## src/hw/rtl/qet_pkg.sv

```systemverilog
package qet_pkg;

    localparam int WORD_BITS = 32;
    localparam int FRAC_BITS = 24;
    localparam int ITER_BITS = 10;
    localparam int ADDR_BITS = 5;
    localparam int DIV_STEPS = 64 + FRAC_BITS - 1;
    localparam int DIV_CNT_BITS = $clog2(DIV_STEPS + 1);

    localparam logic signed [WORD_BITS-1:0] WMAX = {1'b0, {(WORD_BITS-1){1'b1}}};
    localparam logic signed [WORD_BITS-1:0] WMIN = {1'b1, {(WORD_BITS-1){1'b0}}};
    localparam logic [63:0] ESC_LIMIT = 64'd1000 << (2 * FRAC_BITS);

    localparam logic [2:0] REG_LAMBDA_RE = 3'd0;
    localparam logic [2:0] REG_LAMBDA_IM = 3'd1;
    localparam logic [2:0] REG_CUBIC_RE  = 3'd2;
    localparam logic [2:0] REG_CUBIC_IM  = 3'd3;
    localparam logic [2:0] REG_MAX_ITER  = 3'd4;

    localparam logic [31:0] RST_LAMBDA_RE = 32'd16777216;
    localparam logic [31:0] RST_CUBIC_RE  = 32'd16777216;
    localparam logic [ITER_BITS-1:0] RST_MAX_ITER = 10'd50;

    typedef enum logic [4:0] {
        S_IDLE, S_P0, S_P1, S_P2, S_P3, S_P4, S_P5, S_CM, S_ADDL, S_RAW,
        S_DIVR, S_DIVI, S_INIT, S_CHK, S_SUB, S_ADDQ, S_ADDM, S_UPD
    } t_state;

    typedef struct packed {
        logic                        ov;
        logic signed [WORD_BITS-1:0] v;
    } t_sat;

    typedef struct packed {
        logic                        done;
        logic                        ov;
        logic signed [WORD_BITS-1:0] quo;
    } t_div_res;

    function automatic t_sat sat_add(logic signed [WORD_BITS-1:0] a,
                                     logic signed [WORD_BITS-1:0] b);
        logic signed [WORD_BITS:0] s;
        t_sat r;
        s = {a[WORD_BITS-1], a} + {b[WORD_BITS-1], b};
        r.ov = s[WORD_BITS] != s[WORD_BITS-1];
        r.v = r.ov ? (s[WORD_BITS] ? WMIN : WMAX) : s[WORD_BITS-1:0];
        return r;
    endfunction

    function automatic t_sat sat_sub(logic signed [WORD_BITS-1:0] a,
                                     logic signed [WORD_BITS-1:0] b);
        logic signed [WORD_BITS:0] s;
        t_sat r;
        s = {a[WORD_BITS-1], a} - {b[WORD_BITS-1], b};
        r.ov = s[WORD_BITS] != s[WORD_BITS-1];
        r.v = r.ov ? (s[WORD_BITS] ? WMIN : WMAX) : s[WORD_BITS-1:0];
        return r;
    endfunction

    // Floors the exact product to the fraction width, then saturates.
    function automatic t_sat fx_scale(logic signed [2*WORD_BITS-1:0] p);
        t_sat r;
        r.ov = !((&p[2*WORD_BITS-1:FRAC_BITS+WORD_BITS-1]) ||
                 !(|p[2*WORD_BITS-1:FRAC_BITS+WORD_BITS-1]));
        r.v = r.ov ? (p[2*WORD_BITS-1] ? WMIN : WMAX)
                   : p[FRAC_BITS+WORD_BITS-1:FRAC_BITS];
        return r;
    endfunction

endpackage

```

## src/hw/rtl/qet_mul.sv

```systemverilog
module qet_mul
    import qet_pkg::*;
(
    input  logic                          i_clk,
    input  logic signed [WORD_BITS-1:0]   i_a,
    input  logic signed [WORD_BITS-1:0]   i_b,
    output logic signed [2*WORD_BITS-1:0] o_p
);

    logic signed [2*WORD_BITS-1:0] r_p;

    always_ff @(posedge i_clk) begin
        r_p <= i_a * i_b;
    end

    assign o_p = r_p;

endmodule

```

## config.mk

```make
export PLATFORM = sky130hd
export DESIGN_NAME = qet_mul
export DESIGN_NICKNAME = d
export VERILOG_FILES = /design/src/hw/rtl/qet_pkg.sv /design/src/hw/rtl/qet_mul.sv
export SDC_FILE = /design/constraint.sdc
export NUM_CORES = 2
export LEC_CHECK = 0
export BUFFER_PORTS_ARGS = -buffer_cell sky130_fd_sc_hd__buf_2
export CAP_MARGIN = 20
export CORE_MARGIN = 2
export CORE_UTILIZATION = 60
export CTS_BUF_LIST = sky130_fd_sc_hd__clkbuf_8
export DETAILED_ROUTE_END_ITERATION = 10
export PLACE_DENSITY = 0.77
export SYNTH_ARGS = -nofsm -noshare
export SYNTH_HDL_FRONTEND = slang
export SYNTH_SLANG_ARGS = --single-unit
```

## constraint.sdc

```tcl
create_clock -name i_clk -period 10.7 [get_ports i_clk]
set_input_delay 0.535 -clock i_clk [delete_from_list [all_inputs] [get_ports i_clk]]
set_output_delay 0.535 -clock i_clk [all_outputs]
set_load 0.02 [all_outputs]
```

==> flow_metrics.py <==
metrics = {
    "layout": {
        "final_cell_mix": "1082 x fa_1, 953 x inv_1, 516 x and2_1",
        "largest_reg_flops": 64,
        "drive_gt1_frac": 0.0459,
        "synthToLayoutAreaGrowth_pct": 3.09,
        "final_core_util": 0.624,
        "layout_commonest_cell": "fa_1",
        "final_nets": 5165,
        "n_fill_cell": 5101,
    },
    "worst_hold_path": {
        "hold_class": "in2reg",
    },
    "detailed_routing": {
        "first_pass_iters": 5,
        "via_count": 26200,
        "drt_first_iter_violations": 1983,
        "finalWirelength_um": 99400,
        "drcViolationCount": 0,
        "ant_nets": 0,
        "routedWlPerCell_um": 21.5,
        "via_per_inst": 5.66,
    },
    "grt": {
        "grt_max_degree": 33,
        "grt_pass1_wl_um": 162000,
        "antenna_found_initial": 8,
        "gr-total-overflow": 0,
        "grt_pass1_vias": 29400,
        "track_usage": 0.337,
    },
    "timing": {
        "slew-limit-headroom": 0.338,
        "layout_worst_path_cycle_share": 0.814,
        "fin_tns_setup_ps": 0,
        "tightest_slew_ps": 993,
        "finalSetupViolations": 0,
        "report.final.slew_viol_count": 0,
        "rsz0062_at_grt": "no",
        "hold_viol": 0,
        "period_minus_slack_ps": 8710,
        "max_freq_ghz": 0.115,
    },
    "floorplan": {
        "coreArea_um2": 61500,
        "rows": 91,
        "die_y_um": 253,
        "die_width_um": 253,
        "io_pins": 129,
        "die-area_um2": 64100,
        "initial_utilization": 0.606,
    },
    "synthesis": {
        "synth_cell_types": 63,
        "synth_edf_count": 0,
        "synth.area.top_cells": "fa_1 58%, inv_1 9.6%, and2_1 8.7%, ha_1 6.2%, nand2_1 5.2%",
        "yosysTopAreaCellShare": 0.582,
        "synth_ff_type": "dfxtp_1",
        "syn-instance-count": 3884,
        "ys_seq_elements": 64,
        "synth_nets": 5215,
        "synth_area_leader_cell": "fa_1",
        "yosys_warnings": 0,
        "syn_area_um2": 37200,
        "synth_seq_area_share": 0.0344,
        "async_flop_share": 0,
        "postSynthAreaPerCell_um2": 9.59,
    },
    "clock_tree": {
        "clock_tree.root_cell": "clkbuf_8",
        "numClockSinks": 64,
        "cts_resized": 0,
        "cts_tree": "yes",
        "cts_setup_buffers": 0,
        "cts_buffers": 9,
        "cts_hold_buf": 0,
        "clkTransAtPathRegs_ps": 100,
        "clockBufferDepth": 2,
        "cts_max_level": 3,
    },
    "worst_setup_path": {
        "cp-start-kind": "primary input",
        "cp.required_ps": 11110,
        "path_class": "in2reg",
        "crit_arrival_ps": 9120,
        "crit_path_end_kind": "register",
        "crit_fanout": 32,
    },
    "placement": {
        "gp_congestion": 0.948,
        "dp_hpwl_um": 77200,
        "io_buffers": 128,
    },
    "outcome": {
        "run_status": "finished, final reports clean",
    },
    "flow_run": {
        "maxCapViolations": 0,
    },
}
through the flow:
| step | std cells | instance area, um^2 | hold slack, ps | worst slack (ps) |
|---|---|---|---|---|
| 2_1_floorplan | 3884 | 37200 | 662 | 2900 |
| 3_3_place_gp | 4613 | 38200 | 949 | 1710 |
| 3_5_place_dp | 4613 | 38200 | 950 | 1610 |
| 4_1_cts | 4628 | 38400 | 672 | 2090 |
| 5_1_grt | 4629 | 38400 | 714 | 1600 |
| 6_report | 4631 | 38400 | 713 | 1990 |
final timing paths:
path	start	endpoint	cells past startpoint
worst max-delay path	i_b[2]	o_p[60]	24
worst min-delay path	i_a[0]	o_p[0]	2
worst max-delay path, cell delays in order:
cell and delay, ps:
buf_2 600, nand2_1 210, inv_1 170, fa_1 460, fa_1 490, fa_1 1030
fa_1 560, fa_1 500, fa_1 500, fa_1 490, inv_1 50, fa_1 480
inv_1 40, ha_1 400, a21o_1 230, a31oi_1 430, nor2_1 130, a2111oi_2 480
o22a_1 190, o211ai_1 220, a2111oi_1 420, o21bai_1 130, a21oi_1 180, xnor2_1 130
layout make-up:
| type | count | area [um^2] | area share |
|---|---|---|---|
| sequential | 64 | 1280 | 0.0334 |
| tap | 790 | 988 | 0.0257 |
| timing repair buffer | 139 | 723 | 0.0188 |
| clock buffer | 9 | 124 | 0.00323 |
| inverter | 952 | 3570 | 0.0931 |
| antenna | 3 | 7.51 | 0.000196 |
| clock inverter | 6 | 62.6 | 0.00163 |
| multi-input combinational | 2668 | 31600 | 0.824 |
per-layer routing:
layer	part of all wire	track usage	vias to the layer above
met2	0.48	0.544	1344
li1	-	-	10900
met4	0.060	0.179	10
met5	0.00068	0	-
met3	0.10	0.0924	366
met1	0.36	0.417	13600
cell usage after synthesis, types with 4 or more instances:
cell / n
o21ai_0: 28
xor2_1: 22
a211oi_1: 4
a21oi_1: 68
o31ai_1: 6
fa_1: 1082
and3_1: 7
clkbuf_1: 195
nor2_1: 42
nand4_1: 7
xnor2_1: 53
inv_1: 952
o21a_1: 4
nand2_1: 511
a21o_1: 23
or3_1: 4
ha_1: 184
a31oi_1: 12
o21bai_1: 15
nand3_1: 15
and2_1: 516
dfxtp_1: 64
nand2b_1: 9
nor3_1: 6
logic make-up after synthesis:
logic type,Yosys count,synth area share
xor+xnor,75,0.0176
flops,64,0.0344
fa+ha+maj,1266,0.643
compound gates,193,0.0346
simple gates,1134,0.154
buf+inv,1152,0.116
Power is left out: the tool's default activity adds up to more than one toggle a clock period on the data nets, which glitch-free logic cannot reach.
